--- src/rtl/mpmv_pkg.sv ---
// ----------------------------------------------------------------------------
// mpmv_pkg
// Shared types, constants and helpers for the max-plus matrix-vector block.
// ----------------------------------------------------------------------------
package mpmv_pkg;

	localparam int MAX_DIM    = 8;
	localparam int IDX_W      = 3;
	localparam int SIZE_W     = 4;
	localparam int DATA_W     = 32;
	localparam int WADDR_W    = $clog2(MAX_DIM * MAX_DIM);
	localparam int CMDQ_DEPTH = 4;
	localparam int CMDQ_PTR_W = $clog2(CMDQ_DEPTH);
	localparam int OUTQ_DEPTH = 8;
	localparam int OUTQ_PTR_W = $clog2(OUTQ_DEPTH);

	localparam logic [SIZE_W-1:0] ACTIVE_SIZE_RESET = SIZE_W'(MAX_DIM);
	localparam logic [SIZE_W-1:0] DIM_MAX           = SIZE_W'(MAX_DIM);

	localparam logic signed [DATA_W-1:0] FLOOR_VALUE = 32'sh8000_0001;
	localparam logic signed [DATA_W-1:0] S32_MAX     = 32'sh7FFF_FFFF;
	localparam logic signed [DATA_W-1:0] S32_MIN     = 32'sh8000_0000;

	// register index, taken from the word address
	localparam logic REG_ACTIVE_SIZE = 1'b0;

	typedef enum logic [1:0] {
		CMD_WEIGHT,
		CMD_ELEM,
		CMD_RUN
	} cmd_kind_t;

	typedef enum logic {
		ST_IDLE,
		ST_RUN
	} back_state_t;

	typedef struct packed {
		cmd_kind_t                 kind;
		logic [IDX_W-1:0]          row;
		logic [IDX_W-1:0]          col;
		logic signed [DATA_W-1:0]  value;
		logic [IDX_W-1:0]          rows_m1;
		logic [IDX_W-1:0]          dim_m1;
	} cmd_t;

	typedef struct packed {
		logic [IDX_W-1:0]          row;
		logic signed [DATA_W-1:0]  value;
		logic                      last;
	} result_t;

	function automatic logic signed [DATA_W-1:0] sat_add(
		input logic signed [DATA_W-1:0] a,
		input logic signed [DATA_W-1:0] b
	);
		logic signed [DATA_W:0] s;
		s = {a[DATA_W-1], a} + {b[DATA_W-1], b};
		if (s[DATA_W] != s[DATA_W-1]) begin
			return s[DATA_W] ? S32_MIN : S32_MAX;
		end
		return s[DATA_W-1:0];
	endfunction

endpackage

--- src/rtl/mpmv_cmd_fifo.sv ---
// ----------------------------------------------------------------------------
// mpmv_cmd_fifo
// Short command queue between the front end and the execution back end.
// ----------------------------------------------------------------------------
module mpmv_cmd_fifo
	import mpmv_pkg::*;
(
	input  logic clk,
	input  logic arst_n,
	input  logic wr_en,
	input  cmd_t wr_cmd,
	output logic cmd_full,
	input  logic rd_en,
	output cmd_t rd_cmd,
	output logic cmd_empty
);

	cmd_t                  entry_q [CMDQ_DEPTH];
	logic [CMDQ_PTR_W-1:0] wr_ptr_q;
	logic [CMDQ_PTR_W-1:0] rd_ptr_q;
	logic [CMDQ_PTR_W:0]   count_q;

	assign cmd_full  = (count_q == (CMDQ_PTR_W+1)'(CMDQ_DEPTH));
	assign cmd_empty = (count_q == '0);
	assign rd_cmd    = entry_q[rd_ptr_q];

	always_ff @(posedge clk) begin
		if (wr_en) begin
			entry_q[wr_ptr_q] <= wr_cmd;
		end
	end

	always_ff @(posedge clk or negedge arst_n) begin
		if (!arst_n) begin
			wr_ptr_q <= '0;
			rd_ptr_q <= '0;
			count_q  <= '0;
		end else begin
			if (wr_en) begin
				wr_ptr_q <= wr_ptr_q + 1'b1;
			end
			if (rd_en) begin
				rd_ptr_q <= rd_ptr_q + 1'b1;
			end
			case ({wr_en, rd_en})
				2'b10:   count_q <= count_q + 1'b1;
				2'b01:   count_q <= count_q - 1'b1;
				default: count_q <= count_q;
			endcase
		end
	end

endmodule

--- src/rtl/mpmv_front.sv ---
// ----------------------------------------------------------------------------
// mpmv_front
// Accepts input transactions and turns them into back-end commands:
// weight write, vector element, or vector element that starts a product run.
// ----------------------------------------------------------------------------
module mpmv_front
	import mpmv_pkg::*;
(
	input  logic                     push,
	output logic                     full,
	input  logic                     mode,
	input  logic [IDX_W-1:0]         row_index,
	input  logic [IDX_W-1:0]         column_index,
	input  logic signed [DATA_W-1:0] value,
	input  logic                     is_last,
	input  logic [SIZE_W-1:0]        rows_wanted,
	input  logic [SIZE_W-1:0]        active_size,
	input  logic                     cmd_full,
	output logic                     cmd_push,
	output cmd_t                     cmd
);

	logic [SIZE_W-1:0] eff_dim;
	logic [SIZE_W-1:0] rows;

	always_comb begin
		if (active_size == '0) begin
			eff_dim = SIZE_W'(1);
		end else if (active_size > DIM_MAX) begin
			eff_dim = DIM_MAX;
		end else begin
			eff_dim = active_size;
		end
		rows = (rows_wanted < eff_dim) ? rows_wanted : eff_dim;

		cmd.row     = row_index;
		cmd.col     = column_index;
		cmd.value   = value;
		cmd.dim_m1  = IDX_W'(eff_dim - 1'b1);
		cmd.rows_m1 = IDX_W'(rows - 1'b1);
		if (!mode) begin
			cmd.kind = CMD_WEIGHT;
		end else if (is_last && (rows != '0)) begin
			cmd.kind = CMD_RUN;
		end else begin
			cmd.kind = CMD_ELEM;
		end
	end

	assign full     = cmd_full;
	assign cmd_push = push && !cmd_full;

endmodule

--- src/rtl/mpmv_back.sv ---
// ----------------------------------------------------------------------------
// mpmv_back
// Executes commands: stores weights and vector elements, and on a run walks
// the weight memory row by row through a three-stage read/saturated-add/max pipe.
// Results go into an output queue; row issue is gated by reserved slots.
// ----------------------------------------------------------------------------
module mpmv_back
	import mpmv_pkg::*;
(
	input  logic                     clk,
	input  logic                     arst_n,
	input  logic                     cmd_empty,
	input  cmd_t                     cmd,
	output logic                     cmd_pop,
	output logic                     empty,
	input  logic                     pop,
	output result_t                  head
);

	back_state_t state_q, state_d;

	logic [DATA_W-1:0]        wmem [MAX_DIM*MAX_DIM];
	logic signed [DATA_W-1:0] vec_q [MAX_DIM];

	logic [IDX_W-1:0] row_q, row_d;
	logic [IDX_W-1:0] col_q, col_d;
	logic [IDX_W-1:0] rows_m1_q, rows_m1_d;
	logic [IDX_W-1:0] dim_m1_q, dim_m1_d;

	logic issue;
	logic wr_weight;
	logic wr_elem;

	// stage 1: memory read and vector element
	logic                     v_s1;
	logic signed [DATA_W-1:0] rd_s1;
	logic signed [DATA_W-1:0] vec_s1;
	logic                     first_s1, endc_s1, lastrow_s1;
	logic [IDX_W-1:0]         row_s1;
	// stage 2: saturated sum
	logic                     v_s2;
	logic signed [DATA_W-1:0] sum_s2;
	logic                     first_s2, endc_s2, lastrow_s2;
	logic [IDX_W-1:0]         row_s2;
	// stage 3: running maximum
	logic signed [DATA_W-1:0] acc_q;
	logic signed [DATA_W-1:0] acc_base;
	logic signed [DATA_W-1:0] acc_new;

	// output queue
	result_t               outq_q [OUTQ_DEPTH];
	logic [OUTQ_PTR_W-1:0] owr_ptr_q;
	logic [OUTQ_PTR_W-1:0] ord_ptr_q;
	logic [OUTQ_PTR_W:0]   ocount_q;
	logic [OUTQ_PTR_W:0]   resv_q;
	logic                  opush;
	logic                  opop;
	logic                  row_start;
	result_t               opush_data;

	always_comb begin
		state_d   = state_q;
		row_d     = row_q;
		col_d     = col_q;
		rows_m1_d = rows_m1_q;
		dim_m1_d  = dim_m1_q;
		cmd_pop   = 1'b0;
		issue     = 1'b0;
		wr_weight = 1'b0;
		wr_elem   = 1'b0;
		case (state_q)
			ST_IDLE: begin
				cmd_pop = !cmd_empty;
				if (!cmd_empty) begin
					case (cmd.kind)
						CMD_WEIGHT: wr_weight = 1'b1;
						CMD_ELEM:   wr_elem   = 1'b1;
						CMD_RUN: begin
							wr_elem   = 1'b1;
							state_d   = ST_RUN;
							row_d     = '0;
							col_d     = '0;
							rows_m1_d = cmd.rows_m1;
							dim_m1_d  = cmd.dim_m1;
						end
						default: ;
					endcase
				end
			end
			ST_RUN: begin
				// a new row needs a free result slot
				issue = (col_q != '0) || (resv_q < (OUTQ_PTR_W+1)'(OUTQ_DEPTH));
				if (issue) begin
					if (col_q == dim_m1_q) begin
						col_d = '0;
						if (row_q == rows_m1_q) begin
							state_d = ST_IDLE;
						end else begin
							row_d = row_q + 1'b1;
						end
					end else begin
						col_d = col_q + 1'b1;
					end
				end
			end
			default: state_d = ST_IDLE;
		endcase
	end

	always_ff @(posedge clk or negedge arst_n) begin
		if (!arst_n) begin
			state_q <= ST_IDLE;
		end else begin
			state_q <= state_d;
		end
	end

	always_ff @(posedge clk) begin
		row_q     <= row_d;
		col_q     <= col_d;
		rows_m1_q <= rows_m1_d;
		dim_m1_q  <= dim_m1_d;
	end

	// weight memory: one write port, one registered read port
	always_ff @(posedge clk) begin
		if (wr_weight) begin
			wmem[{cmd.row, cmd.col}] <= cmd.value;
		end
	end

	always_ff @(posedge clk) begin
		if (issue) begin
			rd_s1 <= wmem[{row_q, col_q}];
		end
	end

	always_ff @(posedge clk) begin
		if (wr_elem) begin
			vec_q[cmd.col] <= cmd.value;
		end
	end

	always_ff @(posedge clk) begin
		if (issue) begin
			vec_s1     <= vec_q[col_q];
			first_s1   <= (col_q == '0);
			endc_s1    <= (col_q == dim_m1_q);
			lastrow_s1 <= (row_q == rows_m1_q);
			row_s1     <= row_q;
		end
		if (v_s1) begin
			sum_s2     <= sat_add(rd_s1, vec_s1);
			first_s2   <= first_s1;
			endc_s2    <= endc_s1;
			lastrow_s2 <= lastrow_s1;
			row_s2     <= row_s1;
		end
		if (v_s2) begin
			acc_q <= acc_new;
		end
	end

	always_ff @(posedge clk or negedge arst_n) begin
		if (!arst_n) begin
			v_s1 <= 1'b0;
			v_s2 <= 1'b0;
		end else begin
			v_s1 <= issue;
			v_s2 <= v_s1;
		end
	end

	always_comb begin
		acc_base         = first_s2 ? FLOOR_VALUE : acc_q;
		acc_new          = (sum_s2 > acc_base) ? sum_s2 : acc_base;
		opush            = v_s2 && endc_s2;
		opush_data.row   = row_s2;
		opush_data.value = acc_new;
		opush_data.last  = lastrow_s2;
	end

	assign opop      = pop && !empty;
	assign empty     = (ocount_q == '0);
	assign head      = outq_q[ord_ptr_q];
	assign row_start = issue && (col_q == '0);

	always_ff @(posedge clk) begin
		if (opush) begin
			outq_q[owr_ptr_q] <= opush_data;
		end
	end

	always_ff @(posedge clk or negedge arst_n) begin
		if (!arst_n) begin
			owr_ptr_q <= '0;
			ord_ptr_q <= '0;
			ocount_q  <= '0;
			resv_q    <= '0;
		end else begin
			if (opush) begin
				owr_ptr_q <= owr_ptr_q + 1'b1;
			end
			if (opop) begin
				ord_ptr_q <= ord_ptr_q + 1'b1;
			end
			case ({opush, opop})
				2'b10:   ocount_q <= ocount_q + 1'b1;
				2'b01:   ocount_q <= ocount_q - 1'b1;
				default: ocount_q <= ocount_q;
			endcase
			// slots held by queued results and rows still in the pipe
			case ({row_start, opop})
				2'b10:   resv_q <= resv_q + 1'b1;
				2'b01:   resv_q <= resv_q - 1'b1;
				default: resv_q <= resv_q;
			endcase
		end
	end

endmodule

--- src/rtl/max_plus_matrix_vector_product.sv ---
// ----------------------------------------------------------------------------
// max_plus_matrix_vector_product
// Max-plus matrix-vector product: weights and vector elements are written in,
// the last element triggers one result per row, each the maximum over active
// columns of the saturated sum weight + element, floored at -0x7FFFFFFF.
//
//   channel  | handshake             | payload
//   ---------+-----------------------+-------------------------------------
//   input    | push / full           | mode, row_index, column_index, value,
//            |                       | is_last, rows_wanted
//   result   | empty / pop           | out_row, row_maximum, last_result
//   config   | psel/penable/pwrite   | paddr, pwdata, prdata (active_size)
//
// Weight and element transactions enter one per cycle into a 4-deep command
// queue while it is not full, and retire in the back end one per cycle while
// it is idle. A run makes rows * active_size weight memory reads, one per
// cycle while a result slot is free. Results wait in an 8-deep queue; a row
// is issued only with a free slot, so a stalled pop stalls the back end and
// then the input. No clearing pass after reset.
// ----------------------------------------------------------------------------
module max_plus_matrix_vector_product
	import mpmv_pkg::*;
(
	input  logic                     clk,
	input  logic                     arst_n,
	input  logic                     push,
	output logic                     full,
	input  logic                     mode,
	input  logic [IDX_W-1:0]         row_index,
	input  logic [IDX_W-1:0]         column_index,
	input  logic signed [DATA_W-1:0] value,
	input  logic                     is_last,
	input  logic [SIZE_W-1:0]        rows_wanted,
	output logic                     empty,
	input  logic                     pop,
	output logic [IDX_W-1:0]         out_row,
	output logic signed [DATA_W-1:0] row_maximum,
	output logic                     last_result,
	input  logic                     psel,
	input  logic                     penable,
	input  logic                     pwrite,
	input  logic [2:0]               paddr,
	input  logic [31:0]              pwdata,
	output logic [31:0]              prdata,
	output logic                     pready
);

	logic [SIZE_W-1:0] active_size_q;
	logic              cfg_wr;
	logic              cmd_full;
	logic              cmd_empty;
	logic              cmd_push;
	logic              cmd_pop;
	cmd_t              front_cmd;
	cmd_t              back_cmd;
	result_t           head;

	assign pready = 1'b1;
	assign cfg_wr = psel && penable && pwrite && pready;
	assign prdata = (paddr[2] == REG_ACTIVE_SIZE) ? {{(32-SIZE_W){1'b0}}, active_size_q} : '0;

	always_ff @(posedge clk or negedge arst_n) begin
		if (!arst_n) begin
			active_size_q <= ACTIVE_SIZE_RESET;
		end else if (cfg_wr && (paddr[2] == REG_ACTIVE_SIZE)) begin
			active_size_q <= pwdata[SIZE_W-1:0];
		end
	end

	mpmv_front u_front (
		.push         (push),
		.full         (full),
		.mode         (mode),
		.row_index    (row_index),
		.column_index (column_index),
		.value        (value),
		.is_last      (is_last),
		.rows_wanted  (rows_wanted),
		.active_size  (active_size_q),
		.cmd_full     (cmd_full),
		.cmd_push     (cmd_push),
		.cmd          (front_cmd)
	);

	mpmv_cmd_fifo u_cmd_fifo (
		.clk       (clk),
		.arst_n    (arst_n),
		.wr_en     (cmd_push),
		.wr_cmd    (front_cmd),
		.cmd_full  (cmd_full),
		.rd_en     (cmd_pop),
		.rd_cmd    (back_cmd),
		.cmd_empty (cmd_empty)
	);

	mpmv_back u_back (
		.clk       (clk),
		.arst_n    (arst_n),
		.cmd_empty (cmd_empty),
		.cmd       (back_cmd),
		.cmd_pop   (cmd_pop),
		.empty     (empty),
		.pop       (pop),
		.head      (head)
	);

	assign out_row     = head.row;
	assign row_maximum = head.value;
	assign last_result = head.last;

endmodule
--- config.mk ---
export PLATFORM = sky130hd
export DESIGN_NAME = max_plus_matrix_vector_product
export DESIGN_NICKNAME = d
export VERILOG_FILES = /design/src/rtl/mpmv_pkg.sv /design/src/rtl/mpmv_cmd_fifo.sv /design/src/rtl/mpmv_front.sv /design/src/rtl/mpmv_back.sv /design/src/rtl/max_plus_matrix_vector_product.sv
export SDC_FILE = /design/constraint.sdc
export NUM_CORES = 2
export LEC_CHECK = 0
export BUFFER_PORTS_ARGS = -buffer_cell sky130_fd_sc_hd__buf_2
export CELL_PAD_IN_SITES_DETAIL_PLACEMENT = 0
export CELL_PAD_IN_SITES_GLOBAL_PLACEMENT = 2
export CORE_ASPECT_RATIO = 0.9
export CORE_UTILIZATION = 50
export DETAILED_ROUTE_END_ITERATION = 6
export PLACE_DENSITY_LB_ADDON = 0.1
export SLEW_MARGIN = 20
export SYNTH_ARGS = -nofsm -noshare
export SYNTH_HDL_FRONTEND = slang
export SYNTH_SLANG_ARGS = --single-unit
--- constraint.sdc ---
create_clock -name clk -period 6.4 [get_ports clk]
set_clock_uncertainty 0.2 [all_clocks]
set_input_delay 0.96 -clock clk [delete_from_list [all_inputs] [get_ports clk]]
set_output_delay 0.96 -clock clk [all_outputs]
set_load 0.01 [all_outputs]
==> flow_summary.yaml <==
worst_hold_path:
  whs_path_depth: 1
  hold_path.startpoint: "value[28]"
  hold_path_class: "in2reg"
  min_to: "u_cmd_fifo.entry_q[0][34]"
floorplan:
  die_x_um: 507
  initial_utilization: 0.504
  core_area_um2: 228000
  row_count: 166
  dieArea_um2: 231000
  die_height_um: 456
  io_pins: 157
synth:
  synth_common_cells: "edfxtp_1 (2928), mux4_2 (843), clkbuf_1 (118)"
  synth.avg_cell_area_um2: 23.4
  seq_area_frac_synth: 0.773
  ys.flop_type: "edfxtp_1"
  syn_area_um2: 115000
  syn_inst: 4903
  synth_top_cells_by_area: "edfxtp_1 (77%), mux4_2 (17%), ha_1 (0.95%)"
  yosysTopAreaCell: "edfxtp_1"
  synthArstFlopShare: 0.00947
  synth.most_common_cell: "edfxtp_1"
  synth.top_cell.area_share: 0.767
  synth_edf_count: 2928
  synth_cell_types: 54
  ys_warn_count: 0
  synth-seq-cells: 2956
timing:
  tightest_slew_ns: 1.17
  final.min_clock_period_ns: 4.65
  timing.fmax_mhz: 215
  relSlewSlack: 0.221
  fin_tns_setup_ns: 0
  hold_violations: 0
  grt_setup_unrepaired: "false"
  setup_viol: 0
  fin_crit_sh: 0.727
  setup_slack_ns: 1.75
  drv_slew: 0
setup_path:
  critPathKind: "reg2out"
  rr_endpoint: "u_back.outq_q[4][26]"
  worstPathArrival_ns: 3.49
  required_ns: 5.24
  worst-r2r-setup-slack_ns: 1.81
  worst-path-max-fanout: 40
  r2r_start: "u_back.first_s2"
  cp-start-kind: "flip-flop"
  setup.worst_path.end_class: "primary output"
  reg2regPathDepth: 11
power_and_ir_drop:
  powerDensity_nw_per_um2: 522
  ir_drop_mv: 0.570
  cellLeakagePower_nw: 40.8
global_route:
  grt_pass1_vias: 52952
  grt-ovfl-total: 0
  antenna_found_initial: 28
  grt_usage: 0.242
  grt_pass1_wl_mm: 394
  grt_start_max_net_pins: 111
clock_network:
  cts-root-buf: "clkbuf_16"
  cts_setup_buffers: 0
  cts_hold_buf: 24
  cts.path.max_buffers: 4
  cts_tree: "built"
  cts-htree-levels: 5
  numCtsBuffers: 311
  clock-sinks: 2956
  clk_latency_ns: 0.93
  clk_pin_slew_ns: 0.06
  cts_resized: 0
route:
  drt-wirelength-per-cell_um: 32.5
  dr_total_vias: 52264
  drtIter0Drc: 6097
  totalWireLength_mm: 278
  vias_per_cell: 6.11
  drtAntennaViolNets: 0
  drcViolationCount: 0
  first_pass_iters: 5
layout:
  fin_nets: 5474
  area_growth_pct: 13.1
  final_cell_area_um2: 130000
  register_area_um2: 88600
  layout-drive-gt1-share: 0.311
  fillCellCount: 16732
  multi_input_area_um2: 25400
outcome:
  status: "finished clean"
flow_run:
  drv_cap: 0
placed_design:
  dp_slack_ns: 1.66
  hpwlAfterDp_mm: 158
  portBuffers: 97
  place.gp.congestion: 0.771
  dpl_cell_area_um2: 120000
==> report_power, final <==
| part | internal, W | switching (W) |
|---|---|---|
| Sequential | 0.0273 | 0.000846 |
| Combinational | 0.00818 | 0.0145 |
| Clock | 0.00968 | 0.00714 |
| Total | 0.0452 | 0.0225 |
==> cells in the final DEF, fill, tap and decap left out, types with 8 or more instances in the layout <==
cell type / netlist / final
clkinv_2: 0 / 48
xnor2_1: 29 / 29
o21ai_1: 9 / 14
nor2_1: 113 / 35
conb_1: 2 / 29
nand2_1: 92 / 92
xor2_1: 23 / 23
nand2b_1: 45 / 45
dfrtp_1: 27 / 22
and2_1: 13 / 8
nor2_4: 0 / 78
clkbuf_1: 118 / 59
o21a_1: 12 / 12
inv_6: 0 / 8
o21ai_0: 73 / 68
o211ai_1: 9 / 9
clkinv_1: 0 / 75
dlygate4sd3_1: 0 / 24
mux2_2: 84 / 84
nand4_1: 13 / 13
buf_2: 63 / 97
buf_4: 38 / 168
mux2i_1: 14 / 13
buf_12: 0 / 22
a21o_1: 31 / 31
ha_1: 87 / 87
nand3_1: 10 / 10
clkbuf_16: 0 / 317
bufinv_16: 0 / 16
edfxtp_1: 2928 / 2928
a21oi_1: 70 / 70
inv_1: 40 / 40
mux4_2: 843 / 843
nor2b_1: 11 / 11
==> final cells by class <==
class / instances / share of cell area
timing repair buffer: 311 / 0.0187
sequential: 2956 / 0.683
antenna: 6 / 0.000116
multi-input combinational: 1677 / 0.196
clock inverter: 156 / 0.00882
clock buffer: 377 / 0.0630
tap: 3024 / 0.0292
inverter: 40 / 0.00116
==> registers in the layout, summed over array words and instances (netlist names), 32 cells and up <==
signal              count
u_back.acc_q           32
u_back.outq_q         288
u_back.rd_s1           32
u_back.sum_s2          32
u_back.vec_q          256
u_back.vec_s1          32
u_back.wmem          2048
u_cmd_fifo.entry_q    184
==> cells by family (layout without fill, tap and decap cells) <==
family	Yosys count	after routing	share of synthesized area
other cells	2	35	0.0000655
buf+inv	297	884	0.0118
fa+ha+maj	93	93	0.0104
simple gates	330	330	0.0135
flops	2956	2956	0.773
xor+xnor	52	52	0.00397
mux	941	941	0.175
compound gates	232	232	0.0121
==> stage by stage <==
stage	hold slack, ns	cells	power [W]	utilization
after floorplan	0.200	4930	0.0422	-
after CTS	0.000650	8541	0.0684	0.570
after global placement	0.206	7984	0.0513	0.528
after detailed placement	0.213	7984	0.0516	0.528
after global routing	0.0261	8541	0.0704	0.570
final	0.0591	8547	0.0677	0.570
==> worst max-delay path, stage by stage, from the launching register on <==
cell	delay [ns]
dfrtp_2	0.97
buf_4	0.64
mux4_2	0.41
mux2_2	0.33
buf_2	0.16
==> how the worst max path moves through the flow <==
stage | from | to | slack [ns] | cells past startpoint
after global placement | u_back.first_s2 | u_back.outq_q[4][3] | 1.75 | 11
after floorplan | u_back.col_q[1] | u_back.resv_q[3] | 0.97 | 18
after detailed placement | u_back.first_s2 | u_back.outq_q[5][3] | 1.66 | 11
after global routing | u_back.first_s2 | u_back.outq_q[5][5] | 1.48 | 11
final | u_back.ord_ptr_q[1] | row_maximum[30] | 1.75 | 4
after CTS | u_back.ord_ptr_q[1] | row_maximum[23] | 1.64 | 4
==> layer usage <==
metal  up-vias  share of wire  global-route usage
met5         -              0                   0
met4         0          0.017              0.0490
met3       346          0.067              0.0353
met2      1808           0.48               0.380
met1     28522           0.44               0.366
li1      21588              -                   -
No activity file was read; power rests on OpenSTA's default activity.
